[config.mk]
export PLATFORM = sky130hd
export DESIGN_NAME = xmodem_crc_sector_receiver_core
export DESIGN_NICKNAME = d
export VERILOG_FILES = /design/src/design/xcrc_pkg.sv /design/src/design/xcrc_front.sv /design/src/design/xcrc_queue.sv /design/src/design/xcrc_back.sv /design/src/design/xmodem_crc_sector_receiver_core.sv
export SDC_FILE = /design/constraint.sdc
export NUM_CORES = 1
export LEC_CHECK = 0
export BUFFER_PORTS_ARGS = -buffer_cell sky130_fd_sc_hd__buf_4
export CAP_MARGIN = 15
export CORE_UTILIZATION = 50
export DETAILED_ROUTE_END_ITERATION = 10
export GPL_ROUTABILITY_DRIVEN = 0
export PLACE_DENSITY = 0.68
export RECOVER_POWER = 100
export SLEW_MARGIN = 20
export SYNTH_ARGS = -nofsm -noshare
export SYNTH_HDL_FRONTEND = slang
export SYNTH_SLANG_ARGS = --single-unit
[constraint.sdc]
create_clock -name clock -period 5.9 [get_ports clock]
set_input_delay 1.18 -clock clock [delete_from_list [all_inputs] [get_ports clock]]
set_output_delay 1.18 -clock clock [all_outputs]
set_load 0.01 [all_outputs]
[src/design/xcrc_pkg.sv]
// Shared types, codes and the CRC-16 byte step for the XMODEM-CRC sector receiver.
package xcrc_pkg;

   // Input item: operation code and received byte.
   typedef struct packed {
      logic [1:0] op;
      logic [7:0] rx_byte;
   } req_type;

   // One result beat.
   typedef struct packed {
      logic [2:0] kind;
      logic [7:0] value;
      logic       long_block;
      logic       last;
   } rsp_type;

   // Every result beat that one input item causes, oldest in slot 0.
   localparam int unsigned MaxResults = 3;
   typedef struct packed {
      logic [1:0]                   count;
      rsp_type [MaxResults-1:0]     slot;
   } bundle_type;

   // Depth of the queue between the protocol engine and the result side.
   localparam int unsigned QueueDepth = 4;
   localparam int unsigned QueuePtrW  = $clog2(QueueDepth);

   // Operation codes.
   localparam logic [1:0] OP_BYTE    = 2'd0;
   localparam logic [1:0] OP_TIMEOUT = 2'd1;
   localparam logic [1:0] OP_START   = 2'd2;

   // Result kinds.
   localparam logic [2:0] KIND_DATA    = 3'd0;
   localparam logic [2:0] KIND_COMMIT  = 3'd1;
   localparam logic [2:0] KIND_DISCARD = 3'd2;
   localparam logic [2:0] KIND_TX      = 3'd3;
   localparam logic [2:0] KIND_DONE    = 3'd4;
   localparam logic [2:0] KIND_ABORT   = 3'd5;

   // Abort causes.
   localparam logic [7:0] CAUSE_CANCEL  = 8'd0;
   localparam logic [7:0] CAUSE_RETRIES = 8'd1;
   localparam logic [7:0] CAUSE_SYNC    = 8'd2;

   // Line characters.
   localparam logic [7:0] CH_SOH = 8'h01;
   localparam logic [7:0] CH_STX = 8'h02;
   localparam logic [7:0] CH_EOT = 8'h04;
   localparam logic [7:0] CH_ACK = 8'h06;
   localparam logic [7:0] CH_NAK = 8'h15;
   localparam logic [7:0] CH_CAN = 8'h18;
   localparam logic [7:0] CH_C   = 8'h43;

   // Sector sizes and the block number check sum.
   localparam logic [10:0] LEN_SHORT  = 11'd128;
   localparam logic [10:0] LEN_LONG   = 11'd1024;
   localparam logic [8:0]  NUM_CHECK  = 9'h0FF;

   // Retry limit after reset.
   localparam logic [3:0]  RETRY_LIMIT_RESET = 4'd10;

   // CRC-16 with polynomial 0x1021, one byte, most significant bit first.
   function automatic logic [15:0] crc16_byte(logic [15:0] crc, logic [7:0] data);
      logic [15:0] c;
      c = crc ^ {data, 8'h00};
      for (int i = 0; i < 8; i++) begin
         if (c[15]) begin
            c = {c[14:0], 1'b0} ^ 16'h1021;
         end else begin
            c = {c[14:0], 1'b0};
         end
      end
      return c;
   endfunction

   // Appends one result beat to a bundle; a full bundle stays as it is.
   function automatic bundle_type bundle_add(bundle_type b, logic [2:0] kind,
                                             logic [7:0] value, logic lng);
      bundle_type r;
      r = b;
      if (r.count != 2'(MaxResults)) begin
         r.slot[r.count].kind       = kind;
         r.slot[r.count].value      = value;
         r.slot[r.count].long_block = lng;
         r.slot[r.count].last       = 1'b0;
         r.count                    = r.count + 2'd1;
      end
      return r;
   endfunction

endpackage

[src/design/xcrc_front.sv]
// Protocol engine: takes one input beat a cycle while accept is high, and builds its bundle of results.
module xcrc_front #(
   parameter int unsigned PURGE_MAX = 1000
) (
   input  logic                 clock,
   input  logic                 reset,
   input  logic                 csr_wr_en,
   input  logic [3:0]           csr_wr_data,
   input  logic                 accept,
   input  xcrc_pkg::req_type    req,
   output logic                 bundle_push,
   output xcrc_pkg::bundle_type bundle
);

   // Receiver phases.
   localparam logic [3:0] PH_IDLE  = 4'd0;
   localparam logic [3:0] PH_HDR   = 4'd1;
   localparam logic [3:0] PH_NUM   = 4'd2;
   localparam logic [3:0] PH_CMP   = 4'd3;
   localparam logic [3:0] PH_DATA  = 4'd4;
   localparam logic [3:0] PH_CRC1  = 4'd5;
   localparam logic [3:0] PH_CRC2  = 4'd6;
   localparam logic [3:0] PH_EOTW  = 4'd7;
   localparam logic [3:0] PH_PURGE = 4'd8;
   localparam logic [3:0] PH_DONE  = 4'd9;
   localparam logic [3:0] PH_ABORT = 4'd10;

   localparam logic [9:0] PurgeLimit = 10'(PURGE_MAX);

   logic [3:0]  retry_limit_ff;
   logic [3:0]  phase_ff, phase_in;
   logic [7:0]  expected_ff, expected_in;
   logic [7:0]  got_ff, got_in;
   logic [15:0] crc_ff, crc_in;
   logic [10:0] byte_count_ff, byte_count_in;
   logic        block_long_ff, block_long_in;
   logic        first_ff, first_in;
   logic [3:0]  retry_ff, retry_in;
   logic        cancel_ff, cancel_in;
   logic [9:0]  purge_ff, purge_in;

   logic        end_purge;
   logic        count_err;
   logic [3:0]  retry_inc;
   logic [9:0]  purge_inc;
   logic [10:0] byte_inc;
   logic [15:0] crc_next;

   // Configuration register.
   always_ff @(posedge clock) begin
      if (reset) begin
         retry_limit_ff <= xcrc_pkg::RETRY_LIMIT_RESET;
      end else if (csr_wr_en) begin
         retry_limit_ff <= csr_wr_data;
      end
   end

   assign retry_inc = retry_ff + 4'd1;
   assign purge_inc = purge_ff + 10'd1;
   assign byte_inc  = byte_count_ff + 11'd1;
   assign crc_next  = xcrc_pkg::crc16_byte(crc_ff, req.rx_byte);

   // Next state and result bundle for the item on the input.
   always_comb begin
      phase_in      = phase_ff;
      expected_in   = expected_ff;
      got_in        = got_ff;
      crc_in        = crc_ff;
      byte_count_in = byte_count_ff;
      block_long_in = block_long_ff;
      first_in      = first_ff;
      retry_in      = retry_ff;
      cancel_in     = cancel_ff;
      purge_in      = purge_ff;
      end_purge     = 1'b0;
      count_err     = 1'b0;
      bundle        = '0;

      if (req.op == xcrc_pkg::OP_START) begin
         phase_in      = PH_HDR;
         expected_in   = 8'd0;
         got_in        = 8'd0;
         crc_in        = 16'd0;
         byte_count_in = 11'd0;
         block_long_in = 1'b0;
         first_in      = 1'b1;
         retry_in      = 4'd0;
         cancel_in     = 1'b0;
         purge_in      = 10'd0;
         bundle = xcrc_pkg::bundle_add(bundle, xcrc_pkg::KIND_TX, xcrc_pkg::CH_C, 1'b0);
      end else if (req.op == xcrc_pkg::OP_BYTE) begin
         case (phase_ff)
            PH_HDR: begin
               if (req.rx_byte == xcrc_pkg::CH_STX || req.rx_byte == xcrc_pkg::CH_SOH) begin
                  block_long_in = (req.rx_byte == xcrc_pkg::CH_STX);
                  phase_in      = PH_NUM;
               end else if (req.rx_byte == xcrc_pkg::CH_EOT) begin
                  phase_in = PH_EOTW;
               end else if (req.rx_byte == xcrc_pkg::CH_CAN) begin
                  if (cancel_ff) begin
                     bundle = xcrc_pkg::bundle_add(bundle, xcrc_pkg::KIND_ABORT,
                                                   xcrc_pkg::CAUSE_CANCEL, 1'b0);
                     phase_in = PH_ABORT;
                  end else begin
                     cancel_in = 1'b1;
                     count_err = 1'b1;
                  end
               end else begin
                  cancel_in = 1'b0;
                  purge_in  = 10'd0;
                  phase_in  = PH_PURGE;
               end
            end
            PH_NUM: begin
               got_in   = req.rx_byte;
               phase_in = PH_CMP;
            end
            PH_CMP: begin
               if ({1'b0, got_ff} + {1'b0, req.rx_byte} == xcrc_pkg::NUM_CHECK) begin
                  crc_in        = 16'd0;
                  byte_count_in = 11'd0;
                  phase_in      = PH_DATA;
               end else begin
                  cancel_in = 1'b0;
                  purge_in  = 10'd0;
                  phase_in  = PH_PURGE;
               end
            end
            PH_DATA: begin
               crc_in        = crc_next;
               byte_count_in = byte_inc;
               bundle = xcrc_pkg::bundle_add(bundle, xcrc_pkg::KIND_DATA, req.rx_byte, 1'b0);
               if (byte_inc >= (block_long_ff ? xcrc_pkg::LEN_LONG : xcrc_pkg::LEN_SHORT)) begin
                  phase_in = PH_CRC1;
               end
            end
            PH_CRC1: begin
               crc_in   = crc_next;
               phase_in = PH_CRC2;
            end
            PH_CRC2: begin
               crc_in = crc_next;
               if (crc_next != 16'd0) begin
                  bundle = xcrc_pkg::bundle_add(bundle, xcrc_pkg::KIND_DISCARD, got_ff, 1'b0);
                  cancel_in = 1'b0;
                  purge_in  = 10'd0;
                  phase_in  = PH_PURGE;
               end else begin
                  first_in = 1'b0;
                  if (got_ff == expected_ff + 8'd1 || got_ff == expected_ff) begin
                     if (got_ff == expected_ff + 8'd1) begin
                        expected_in = expected_ff + 8'd1;
                        bundle = xcrc_pkg::bundle_add(bundle, xcrc_pkg::KIND_COMMIT, got_ff,
                                                      block_long_ff);
                     end else begin
                        bundle = xcrc_pkg::bundle_add(bundle, xcrc_pkg::KIND_DISCARD, got_ff,
                                                      1'b0);
                     end
                     bundle = xcrc_pkg::bundle_add(bundle, xcrc_pkg::KIND_TX,
                                                   xcrc_pkg::CH_ACK, 1'b0);
                     retry_in  = 4'd0;
                     cancel_in = 1'b0;
                     phase_in  = PH_HDR;
                  end else begin
                     bundle = xcrc_pkg::bundle_add(bundle, xcrc_pkg::KIND_DISCARD, got_ff, 1'b0);
                     bundle = xcrc_pkg::bundle_add(bundle, xcrc_pkg::KIND_ABORT,
                                                   xcrc_pkg::CAUSE_SYNC, 1'b0);
                     phase_in = PH_ABORT;
                  end
               end
            end
            PH_EOTW: begin
               cancel_in = 1'b0;
               purge_in  = 10'd0;
               phase_in  = PH_PURGE;
            end
            PH_PURGE: begin
               purge_in = purge_inc;
               if (purge_inc >= PurgeLimit || purge_inc == 10'd0) begin
                  end_purge = 1'b1;
               end
            end
            default: begin
            end
         endcase
      end else if (req.op == xcrc_pkg::OP_TIMEOUT) begin
         case (phase_ff)
            PH_HDR, PH_NUM, PH_CMP, PH_DATA, PH_CRC1, PH_CRC2: begin
               if (phase_ff == PH_DATA || phase_ff == PH_CRC1 || phase_ff == PH_CRC2) begin
                  bundle = xcrc_pkg::bundle_add(bundle, xcrc_pkg::KIND_DISCARD, got_ff, 1'b0);
               end
               cancel_in = 1'b0;
               purge_in  = 10'd0;
               end_purge = 1'b1;
            end
            PH_EOTW: begin
               bundle = xcrc_pkg::bundle_add(bundle, xcrc_pkg::KIND_TX, xcrc_pkg::CH_ACK, 1'b0);
               bundle = xcrc_pkg::bundle_add(bundle, xcrc_pkg::KIND_DONE, 8'd0, 1'b0);
               phase_in = PH_DONE;
            end
            PH_PURGE: begin
               end_purge = 1'b1;
            end
            default: begin
            end
         endcase
      end

      // End of a purge: ask for the sector again.
      if (end_purge) begin
         bundle = xcrc_pkg::bundle_add(bundle, xcrc_pkg::KIND_TX,
                                       first_ff ? xcrc_pkg::CH_C : xcrc_pkg::CH_NAK, 1'b0);
      end

      // Count the error; a limit of zero gives up on the first one.
      if (end_purge || count_err) begin
         retry_in = retry_inc;
         if (retry_inc >= retry_limit_ff || retry_inc == 4'd0) begin
            bundle = xcrc_pkg::bundle_add(bundle, xcrc_pkg::KIND_ABORT,
                                          xcrc_pkg::CAUSE_RETRIES, 1'b0);
            phase_in = PH_ABORT;
         end else begin
            phase_in = PH_HDR;
         end
      end
   end

   assign bundle_push = accept && (bundle.count != 2'd0);

   // Protocol state advances on every accepted beat.
   always_ff @(posedge clock) begin
      if (reset) begin
         phase_ff      <= PH_IDLE;
         expected_ff   <= 8'd0;
         got_ff        <= 8'd0;
         crc_ff        <= 16'd0;
         byte_count_ff <= 11'd0;
         block_long_ff <= 1'b0;
         first_ff      <= 1'b1;
         retry_ff      <= 4'd0;
         cancel_ff     <= 1'b0;
         purge_ff      <= 10'd0;
      end else if (accept) begin
         phase_ff      <= phase_in;
         expected_ff   <= expected_in;
         got_ff        <= got_in;
         crc_ff        <= crc_in;
         byte_count_ff <= byte_count_in;
         block_long_ff <= block_long_in;
         first_ff      <= first_in;
         retry_ff      <= retry_in;
         cancel_ff     <= cancel_in;
         purge_ff      <= purge_in;
      end
   end

endmodule

[src/design/xcrc_queue.sv]
// Short queue of result bundles between the protocol engine and the result side.
module xcrc_queue (
   input  logic                 clock,
   input  logic                 reset,
   input  logic                 push,
   input  xcrc_pkg::bundle_type push_data,
   output logic                 full,
   input  logic                 pop,
   output xcrc_pkg::bundle_type head,
   output logic                 empty
);

   localparam int unsigned PtrW   = xcrc_pkg::QueuePtrW;
   localparam int unsigned CountW = PtrW + 1;

   xcrc_pkg::bundle_type entry_ff [xcrc_pkg::QueueDepth];
   logic [PtrW-1:0]                wr_ptr_ff, rd_ptr_ff;
   logic [CountW-1:0]              count_ff, count_in;

   assign full  = (count_ff == CountW'(xcrc_pkg::QueueDepth));
   assign empty = (count_ff == '0);
   assign head  = entry_ff[rd_ptr_ff];

   // Occupancy follows pushes and pops.
   always_comb begin
      count_in = count_ff;
      if (push && !pop) begin
         count_in = count_ff + CountW'(1);
      end else if (pop && !push) begin
         count_in = count_ff - CountW'(1);
      end
   end

   // Storage.
   always_ff @(posedge clock) begin
      if (push) begin
         entry_ff[wr_ptr_ff] <= push_data;
      end
   end

   // Pointers and occupancy.
   always_ff @(posedge clock) begin
      if (reset) begin
         wr_ptr_ff <= '0;
         rd_ptr_ff <= '0;
         count_ff  <= '0;
      end else begin
         if (push) begin
            wr_ptr_ff <= wr_ptr_ff + PtrW'(1);
         end
         if (pop) begin
            rd_ptr_ff <= rd_ptr_ff + PtrW'(1);
         end
         count_ff <= count_in;
      end
   end

endmodule

[src/design/xcrc_back.sv]
// Result side: hands out the beats of the oldest bundle one at a time.
module xcrc_back (
   input  logic                 clock,
   input  logic                 reset,
   input  xcrc_pkg::bundle_type head,
   input  logic                 head_empty,
   output logic                 head_pop,
   output xcrc_pkg::rsp_type    rsp_data,
   output logic                 rsp_empty,
   input  logic                 rsp_pop
);

   logic [1:0] idx_ff;
   logic       final_beat;

   assign final_beat = (idx_ff == head.count - 2'd1);
   assign rsp_empty  = head_empty;

   // Current beat; the last one of a bundle carries the marker.
   always_comb begin
      rsp_data      = head.slot[idx_ff];
      rsp_data.last = final_beat;
   end

   assign head_pop = rsp_pop && !head_empty && final_beat;

   // Beat index within the bundle.
   always_ff @(posedge clock) begin
      if (reset) begin
         idx_ff <= 2'd0;
      end else if (rsp_pop && !head_empty) begin
         idx_ff <= final_beat ? 2'd0 : idx_ff + 2'd1;
      end
   end

endmodule

[src/design/xmodem_crc_sector_receiver_core.sv]
// XMODEM-CRC sector receiver: one input beat per cycle while the result queue has room.
// Input beats are taken one per clock whenever full is low; full rises only when
// the four-entry result queue holds four pending bundles. Each input beat causes zero to
// three result beats, which leave at one per clock on pop, so the sustained rate is
// set by the result side. The CRC-16 check is one byte step per cycle while input is accepted.
module xmodem_crc_sector_receiver_core #(
   parameter int unsigned PURGE_MAX = 1000
) (
   input  logic              clock,
   input  logic              reset,
   input  logic              csr_wr_en,
   input  logic [3:0]        csr_wr_data,
   input  logic              push,
   output logic              full,
   input  xcrc_pkg::req_type req_data,
   output logic              empty,
   input  logic              pop,
   output xcrc_pkg::rsp_type rsp_data
);

   xcrc_pkg::bundle_type bundle;
   xcrc_pkg::bundle_type head;
   logic                 bundle_push;
   logic                 head_pop;
   logic                 head_empty;
   logic                 accept;

   assign accept = push && !full;

   // Front: protocol engine.
   xcrc_front #(
      .PURGE_MAX(PURGE_MAX)
   ) u_front (
      .clock       (clock),
      .reset       (reset),
      .csr_wr_en   (csr_wr_en),
      .csr_wr_data (csr_wr_data),
      .accept      (accept),
      .req         (req_data),
      .bundle_push (bundle_push),
      .bundle      (bundle)
   );

   // Queue between the two sides.
   xcrc_queue u_queue (
      .clock     (clock),
      .reset     (reset),
      .push      (bundle_push),
      .push_data (bundle),
      .full      (full),
      .pop       (head_pop),
      .head      (head),
      .empty     (head_empty)
   );

   // Back: result beats.
   xcrc_back u_back (
      .clock      (clock),
      .reset      (reset),
      .head       (head),
      .head_empty (head_empty),
      .head_pop   (head_pop),
      .rsp_data   (rsp_data),
      .rsp_empty  (empty),
      .rsp_pop    (pop)
   );

endmodule

# ---- Yosys cells after proc, flatten, opt, wreduce, memory -nomap -nowiden
# Memories as Yosys holds them, arrays and structs flattened. A register that Yosys moved wholly into a read port is not among the register bits.
# Cells that the tools add are included.
# Widths: inputs -> output; s select.
dict set report totals {
  word_cells 354
  memories 1
  regBits 77
  ram_bits 164
  inputBits 19
  out_inout_bits 15
}
# memory words width read_ports rd_clocked_by_memory_dff wr line_no
set memory_table {}
lappend memory_table {u_queue.entry_ff 4 41 1 1 1 xcrc_queue.sv:16} ;# xcrc_pkg::bundle_type entry_ff [xcrc_pkg::QueueDepth];
dict set report classes {
  addsub 16
  n_reduce_logical 59
  muxes 203
  n_bitwise 9
  n_lt_le_gt_ge 14
  n_eq_ne 37
}
# operator n
set ops {}
lappend ops {{$mux 41} 21}
lappend ops {{$bwmux 39} 20}
lappend ops {{$demux 13 s2} 20}
lappend ops {{$mux 13} 23}
lappend ops {{$mux 10} 14}
lappend ops {{$pmux 41 s3} 1}
lappend ops {{$pmux 41 s2} 1}
lappend ops {{$mux 4} 20}
lappend ops {{$mux 40} 2}
lappend ops {{$mux 8} 9}
lappend ops {{$pmux 10 s5} 1}
lappend ops {{$mux 16} 3}
lappend ops {{$mux 11} 4}
lappend ops {{$mux 1} 38}
lappend ops {{$mux 2} 17}
lappend ops {{$pmux 16 s2} 1}
lappend ops {{$pmux 4 s7} 1}
lappend ops {{$bmux 13 s2} 1}
lappend ops {{$not 3->3} 8}
lappend ops {{$pmux 11 s2} 1}
lappend ops {{$reduce_bool 3->1} 7}
lappend ops {{$ne 4x3->1 const B} 5}
lappend ops {{$lt 2x3->1 const B} 6}
lappend ops {{$reduce_bool 2->1} 9}
lappend ops {{59 further kinds} 105}

# ---- Longest topological paths before layout
# Gate-level depths: netlist of run 1.
dict set report depth {
  depth_word 63
  ltp_mapped 15
  ltp_nobuf 15
}

# ---- Hierarchy
# From an unflattened synthesis of run 1, not the netlist that was laid out.
dict set report hier_totals {
  cells_unflattened 1019
  area_unflattened_um2 12134.1
}
# module seq_area_each_um2 n_inst area_each_um2 cells_per_inst
set by_module_without_submodules {}
lappend by_module_without_submodules {xcrc_queue 5104.9 1 6396.1 259}
lappend by_module_without_submodules {xcrc_front 1361.3 1 5328.9 702}
lappend by_module_without_submodules {xcrc_back 40.0 1 395.4 57}
lappend by_module_without_submodules {xmodem_crc_sector_receiver_core 0.0 1 13.8 1}

# ---- Worst setup path before layout of run 1
# OpenSTA, ideal clock, no wires.
dict set report synth_path {
  path_kind {input to register}
  from {in req_data[1] (netlist name)}
  to {reg u_queue.count_ff[2]}
  required_time_ns 5.829
  t_arrival_ns 4.238
  cell_stages 14
  path_buffers 1
  setup_ns 0.071
  path_slack_ns 1.592
  path_cell_list {buf_2 or2_2 nor4_4 and2_2 nand2_1 or3_4 a21o_4 a41oi_4 ha_1 inv_1 fa_1 xor2_1 or3_1 a21oi_1}
}
dict set report synth_between {
  elab_chain_len 24
  elab_cells_between_ends 43
  classes_between {2 x add/sub; 6 x eq/ne; 24 x mux; 2 x bitwise; 9 x reduce/logical}
}
# element line_no
set synth_lines {}
lappend synth_lines {{start, declared} xmodem_crc_sector_receiver_core.sv:15} ;# input xcrc_pkg::req_type req_data,
lappend synth_lines {{$xor 16x16->16} xcrc_pkg.sv:67} ;# c = crc ^ {data, 8'h00};
lappend synth_lines {{$mux 13 (2 in series)} xcrc_pkg.sv:69} ;# if (c[15]) begin
lappend synth_lines {{$not 3->3 (no line)} n/a}
lappend synth_lines {{$mux 13 (3 in series)} xcrc_pkg.sv:69}
lappend synth_lines {{$reduce_bool 16->1} xcrc_front.sv:143} ;# if (crc_next != 16'd0) begin
lappend synth_lines {{$mux 41} xcrc_front.sv:143}
lappend synth_lines {{$pmux 41 s3} xcrc_front.sv:92} ;# case (phase_ff)
lappend synth_lines {{$mux 41} xcrc_front.sv:91} ;# end else if (req.op == xcrc_pkg::OP_BYTE) begin
lappend synth_lines {{[... 6 more ...]} n/a}
lappend synth_lines {{$mux 41} xcrc_front.sv:218} ;# if (retry_inc >= retry_limit_ff || retry_inc == 4'd0) begin
lappend synth_lines {{$mux 41 (*)} xcrc_front.sv:216} ;# if (end_purge || count_err) begin
lappend synth_lines {{$reduce_bool 2->1 (*)} xcrc_front.sv:228} ;# assign bundle_push = accept && (bundle.count != 2'd0);
lappend synth_lines {{$logic_and 1x1->1 (*)} xcrc_front.sv:228}
lappend synth_lines {{via bundle_push} xmodem_crc_sector_receiver_core.sv:23} ;# logic bundle_push;
lappend synth_lines {{$logic_not 1->1} xcrc_queue.sv:29} ;# end else if (pop && !push) begin
lappend synth_lines {{$logic_and 1x1->1} xcrc_queue.sv:29}
lappend synth_lines {{$reduce_bool 2->1 (no line)} n/a}
lappend synth_lines {{end signal, assigned} xcrc_queue.sv:54} ;# count_ff <= count_in;
lappend synth_lines {{end, declared} xcrc_queue.sv:18} ;# logic [CountW-1:0] count_ff, count_in;
# Mark *: on every way through the listed nets, which the timed path passes. The rest lies on a longest branch.
# A chain may end at the register's enable or synchronous reset.

==> run_results.csv, run 1 <==
group,metric,value,unit
run_status,status,"finished, violations left",
run_status,violations,"capacitance limit, slew limit",
synthesis,ys_types,90,
layout,areaGrowthSynthToFinish,8.84,%
timing,hold_viol_final,0,
synthesis,yosys.area.top_type,"edfxtp_1",
layout,final_cells,1197,
synthesis,ys_seq_elements,187,
power_and_ir_drop,switchingPower,0.000781,W
global_routing,grt_start_max_net_pins,72,
layout,final_nets,968,
power_and_ir_drop,internal_power,0.00219,W
floorplan,die_h,142,um
clocking,cts_inserted_buffers,17,
synthesis,syn-cell-area,9800,sq um
floorplan,num_io_pins,34,
detailed_routing,viasPerCell,5.88,
global_routing,grt_pass1_wl,34.4,mm
timing,fin_crit_sh,81.1,%
power_and_ir_drop,swShare,26.3,%
critical_path,crit_fanout,16,
synthesis,avgSynthCellArea,10.8,sq um
timing,fmax,0.209,GHz
placed_design,hpwl,14.4,mm
clocking,post_cts.resized_instances,0,
layout,multi_input_area,4630,sq um
global_routing,overflow,0,
synthesis,yosysSeqAreaShare,49.3,%
clocking,clock_latency,440,ps
detailed_routing,remaining_drc_errors,0,
power_and_ir_drop,power_density,279,nW/um^2
detailed_routing,avgRoutedWirePerCell,17.8,um
global_routing,grt_pass1_vias,6648,
synthesis,yosysMostFrequentCell,"edfxtp_1",
detailed_routing,via_count,7039,
layout,drive_gt1_share,11.5,%
timing,slew_viol_final,72,
timing,max-slew-margin-rel,-120,%
synthesis,yosysWarnings,0,
power_and_ir_drop,p_clk_share,39.7,%
floorplan,core_area,19000,sq um
floorplan,die_area,20200,sq um
timing,fin_skew,12.4,ps
synthesis,synth_edf_count,108,
power_and_ir_drop,max-vdd-ir-drop,0.000210,V
global_routing,antenna_found_initial,0,
synthesis,syn_inst,908,
layout,seq_area,4820,sq um
clocking,htreeDepth,4,
clocking,cts_setup_buffers,0,
flow_run,drv_cap,1,
clocking,clock-sinks,187,
synthesis,yosys-top-cells-area,"edfxtp_1 (33%), dfxtp_1 (16%), mux4_2 (6.2%)",
clocking,cts_tree,"built",
floorplan,initial_core_util,51.7,%
power_and_ir_drop,p_leak,3.61,nW
timing,tightest_slew,3310,ps
detailed_routing,totalWireLength,21.3,mm
global_routing,grt_usage,22.2,%
synthesis,async_flop_share,0,%
power_and_ir_drop,combPwrFrac,11.5,%
critical_path,cp-end-kind,"primary output",
floorplan,rows,50,
detailed_routing,dr.first_iter.drc_count,569,
synthesis,yosys_most_used_dff,"edfxtp_1",
detailed_routing,dr.pass1.iters,7,
hold_path,hold_path_class,"flop to flop",
layout,diodes,0,
placed_design,io_buffers,33,
synthesis,synthTopCellsByCount,"edfxtp_1 (108), nor2_1 (89), dfxtp_1 (79)",
clocking,path_clk_slew,70,ps
clocking,clockBufferDepth,2,
layout,fill_cells,1675,
critical_path,critPathKind,"flop to primary output",
timing,setup_viol,0,
critical_path,r2r_slack,1400,ps
timing,rsz0062_at_grt,"false",
synthesis,synth_top_area_share,33.1,%
critical_path,cp.arrival,3600,ps
clocking,cts_root_buffer,"clkbuf_16",
critical_path,startpoint_type,"flop",
timing,fin_setup_tns,0,ps
critical_path,worstPathRequired,4720,ps
timing,min_period,4780,ps
detailed_routing,detail-route-antenna-nets,0,
power_and_ir_drop,p_seq_share,48.8,%
placed_design,place_inst,1165,
floorplan,die_w,142,um
clocking,holdBufCountCts,0,
-- cell type report --
class	count	share of cell area [%]
clock inverter	15	1.71
tap	260	3.05
timing repair buffer	36	1.87
inverter	19	0.669
sequential	187	45.3
clock buffer	17	3.99
multi-input combinational	663	43.5
-- final timing paths --
path,from,to,cells past startpoint
worst max-delay path,flop,rsp_data[8],6
worst min-delay path,u_front.retry_limit_ff[1],u_front.retry_limit_ff[1],2
worst max register to register,flop,u_queue.count_ff[2],11
worst min register to register,u_front.retry_limit_ff[1],u_front.retry_limit_ff[1],2
-- registers in the layout, indices dropped and copies added (netlist names), 2 cells and up, named ones only --
name                    cells
u_front.purge_ff           10
u_queue.rd_ptr_ff           2
u_front.retry_limit_ff      4
u_queue.count_ff            3
u_back.idx_ff               2
u_front.retry_ff            4
u_front.phase_ff            4
u_queue.wr_ptr_ff           2
u_front.crc_ff             16
u_front.byte_count_ff      11
u_front.got_ff              8
u_queue.entry_ff          108
u_front.expected_ff         8
-- layer usage --
metal,vias to the layer above,routed length (um),GRT usage (%)
met2,190,10300,36.3
met3,33,970,4.74
met1,3410,9590,29.3
met4,0,401,8.04
li1,3406,-,-
met5,-,0,0
-- worst max-delay path, stage by stage (launching register included) --
cell and delay (ps):
dfxtp_1 840, clkbuf_1 1060, mux4_2 640, nand2_1 110, a21oi_1 90, a31o_2 280
clkbuf_1 130
-- through the flow --
step	setup WS (ps)	total power, W	area, sq um	utilization, %	hold WS, ps
after floorplan	1590	0.00173	9840	-	458
after global placement	1260	0.00184	10200	53.8	477
after detailed placement	1130	0.00185	10200	53.8	481
after CTS	1580	0.00302	10800	57.0	493
after global routing	732	0.00307	10700	56.2	527
final	1120	0.00297	10700	56.2	486
-- power groups by stage --
| stage | Clock, W | Sequential, W | Combinational [W] |
|---|---|---|---|
| after global placement | 0 | 0.00148 | 0.000363 |
| after detailed placement | 0 | 0.00148 | 0.000367 |
| after global routing | 0.00124 | 0.00146 | 0.000377 |
| final | 0.00118 | 0.00145 | 0.000342 |
| after floorplan | 0 | 0.00145 | 0.000283 |
| after CTS | 0.00120 | 0.00145 | 0.000369 |
-- logic make-up after synthesis --
group | count (synthesis) | share of synthesized area [%]
AOI/OAI and AO/OA | 193 | 13.2
adders and majority gates | 25 | 3.35
buffers and inverters | 69 | 3.10
xor gates and xnor gates | 64 | 5.88
muxes | 39 | 7.51
DFF | 187 | 49.3
other | 1 | 0.0383
and+or+nand+nor | 330 | 17.7
-- placed cells by master (no fill, tap or decap), types with 11 or more instances in the layout --
cell,Yosys,routed
edfxtp_1,108,108
nor2_1,89,89
dfxtp_1,79,79
a21oi_1,75,75
nand2_1,71,71
xnor2_1,33,34
o21ai_0,33,34
nor3_1,29,29
nand3_1,28,29
xor2_1,29,29
mux4_2,27,27
ha_1,23,23
inv_1,19,19
clkbuf_1,29,19
clkbuf_16,0,17
buf_4,2,17
conb_1,1,12
and3_1,11,11
No activity file was read; power rests on OpenSTA's default activity.
==> run 2: changes to the inputs <==
- PLACE_DENSITY: 0.68 -> 0.71
- clock period: 5.9 -> 3.9 ns (I/O delays scaled with it)
==> run_results.csv, run 2 (synthesis gave the netlist of run 1 again) <==
group,metric,value,unit
run_status,status,"finished, final reports clean",
critical_path,r2r_slack,320,ps
layout,drive_gt1_share,14.8,%
power_and_ir_drop,internal_power,0.00321,W
power_and_ir_drop,p_leak,3.74,nW
critical_path,cpMostUsedCell,"or3_1",
global_routing,antenna_found_initial,0,
detailed_routing,viasPerCell,5.77,
critical_path,crit_chain,"buf_4, or3_1, nor4_4, and2_0, nand2_2, or3_1, a21o_4, a41oi_4, clkbuf_1, and2_2, clkbuf_4",
critical_path,crit_path_end,"u_queue.entry_ff[2][7]",
detailed_routing,avgRoutedWirePerCell,17.2,um
detailed_routing,remaining_drc_errors,0,
critical_path,worst_r2r_endpoint,"u_queue.entry_ff[2][7]",
critical_path,cp-end-kind,"flop",
critical_path,r2r_cells,11,
power_and_ir_drop,max-vdd-ir-drop,0.000329,V
detailed_routing,wl_met1,9.54,mm
critical_path,crit_start,"req_data[7]",
critical_path,crit_fanout,27,
floorplan,initial_core_util,51.7,%
power_and_ir_drop,p_seq_share,49.5,%
layout,final_cell_mix,"edfxtp_1 (108), nor2_1 (89), dfxtp_1 (78)",
clocking,clock-sinks,187,
critical_path,worstPathRequired,3980,ps
clocking,clock_latency,440,ps
power_and_ir_drop,combPwrFrac,13.1,%
critical_path,startpoint_type,"input pin",
floorplan,die_h,142,um
timing,tightest_slew,1100,ps
clocking,post_cts.resized_instances,0,
timing,min_period,3670,ps
clocking,clockBufferDepth,2,
layout,largest_register,"u_queue.entry_ff",
layout,reg_top3,"u_queue.entry_ff x108, u_front.crc_ff x16, u_front.byte_count_ff x11",
detailed_routing,dr.first_iter.drc_count,508,
global_routing,overflow,0,
timing,fin_skew,10.8,ps
placed_design,place_area,10500,sq um
detailed_routing,top_layer_used,"met4",
global_routing,grt_pass1_wl,35.0,mm
clocking,cts_tree,"built",
detailed_routing,detail-route-antenna-nets,0,
layout,layout_commonest_cell,"edfxtp_1",
timing,rsz0062_at_grt,"false",
clocking,htreeDepth,4,
power_and_ir_drop,power_density,402,nW/um^2
power_and_ir_drop,switchingPower,0.00117,W
hold_path,hold_path_class,"flop to flop",
clocking,cts_root_buffer,"clkbuf_16",
critical_path,max_stage_delay,430,ps
timing,setup_viol,0,
critical_path,critPathKind,"input pin to flop",
layout,fin_area,10900,sq um
detailed_routing,totalWireLength,21.2,mm
floorplan,die_area,20200,sq um
floorplan,core_area,19000,sq um
power_and_ir_drop,swShare,26.8,%
layout,largest_register_ffs,108,
detailed_routing,dr.pass1.iters,5,
clocking,holdBufCountCts,0,
critical_path,crit_path_top_delay_cell,"or3_1",
timing,fmax,0.273,GHz
critical_path,cp.arrival,3750,ps
global_routing,grt_usage,22.4,%
floorplan,rows,50,
timing,holdWs,486,ps
clocking,cts_setup_buffers,0,
floorplan,die_w,142,um
global_routing,grt_pass1_vias,6868,
timing,slew_viol_final,0,
layout,areaGrowthSynthToFinish,11.2,%
timing,fin_crit_sh,94.1,%
placed_design,hpwl,14.7,mm
floorplan,num_io_pins,34,
critical_path,r2r_start,"u_front.purge_ff[0]",
timing,hold_viol_final,0,
timing,max-slew-margin-rel,26.5,%
detailed_routing,via_count,7111,
detailed_routing,wl_met2,10.4,mm
placed_design,io_buffers,33,
power_and_ir_drop,p_clk_share,37.4,%
layout,final_nets,1004,
layout,diodes,0,
flow_run,drv_cap,0,
clocking,cts_inserted_buffers,17,
detailed_routing,wl_met3,860,um
global_routing,grt_start_max_net_pins,49,
clocking,path_clk_slew,70,ps
run 2: metrics by stage:
stage | worst slack, ps | utilization [%] | std cells | total power [W] | TNS, ps
after floorplan | 48.7 | - | 919 | 0.00262 | 0
final | 232 | 57.5 | 1233 | 0.00438 | 0
after detailed placement | -95.0 | 55.6 | 1201 | 0.00283 | -95.0
after global placement | -66.5 | 55.6 | 1201 | 0.00282 | -66.5
after CTS | 343 | 58.5 | 1233 | 0.00446 | 0
after global routing | 27.6 | 57.5 | 1233 | 0.00456 | 0
run 2: power groups by stage:
stage               registers, W  clock network, W  logic, W
global route             0.00217           0.00175  0.000629
CTS                      0.00217           0.00167  0.000622
detailed placement       0.00221                 0  0.000619
floorplan                0.00219                 0  0.000430
finish                   0.00217           0.00164  0.000571
global placement         0.00221                 0  0.000610
run 2: final cells by class:
type	count	area (sq um)
Fill cell	1622	8060
Tap cell	260	325
Multi-Input combinational cell	663	4680
Timing Repair Buffer	72	433
Sequential cell	187	4830
Clock buffer	18	429
Clock inverter	14	131
Inverter	19	71.3
run 2: how the worst min path moves through the flow:
stage	from	end	slack [ps]	cells after the start
floorplan	u_front.block_long_ff	u_front.block_long_ff	460	2
finish	u_front.retry_limit_ff[1]	u_front.retry_limit_ff[1]	490	2
global route	u_front.retry_ff[3]	u_front.retry_ff[3]	510	1
detailed placement	u_front.retry_limit_ff[1]	u_front.retry_limit_ff[1]	480	2
CTS	u_front.retry_limit_ff[1]	u_front.retry_limit_ff[1]	490	2
global placement	u_front.retry_limit_ff[2]	u_front.retry_limit_ff[2]	480	2
run 2: metal layers:
| layer | global-route usage, % | vias to the layer above |
|---|---|---|
| met1 | 28.6 | 3438 |
| met3 | 4.14 | 29 |
| met5 | 0 | - |
| met4 | 7.81 | 0 |
| met2 | 38.1 | 165 |
| li1 | - | 3479 |
run 2: worst max-delay path, delay by kind of cell:
family	cells	cell delay (ps)
buf+inv	3	810
compound gates	2	480
simple gates	6	1660
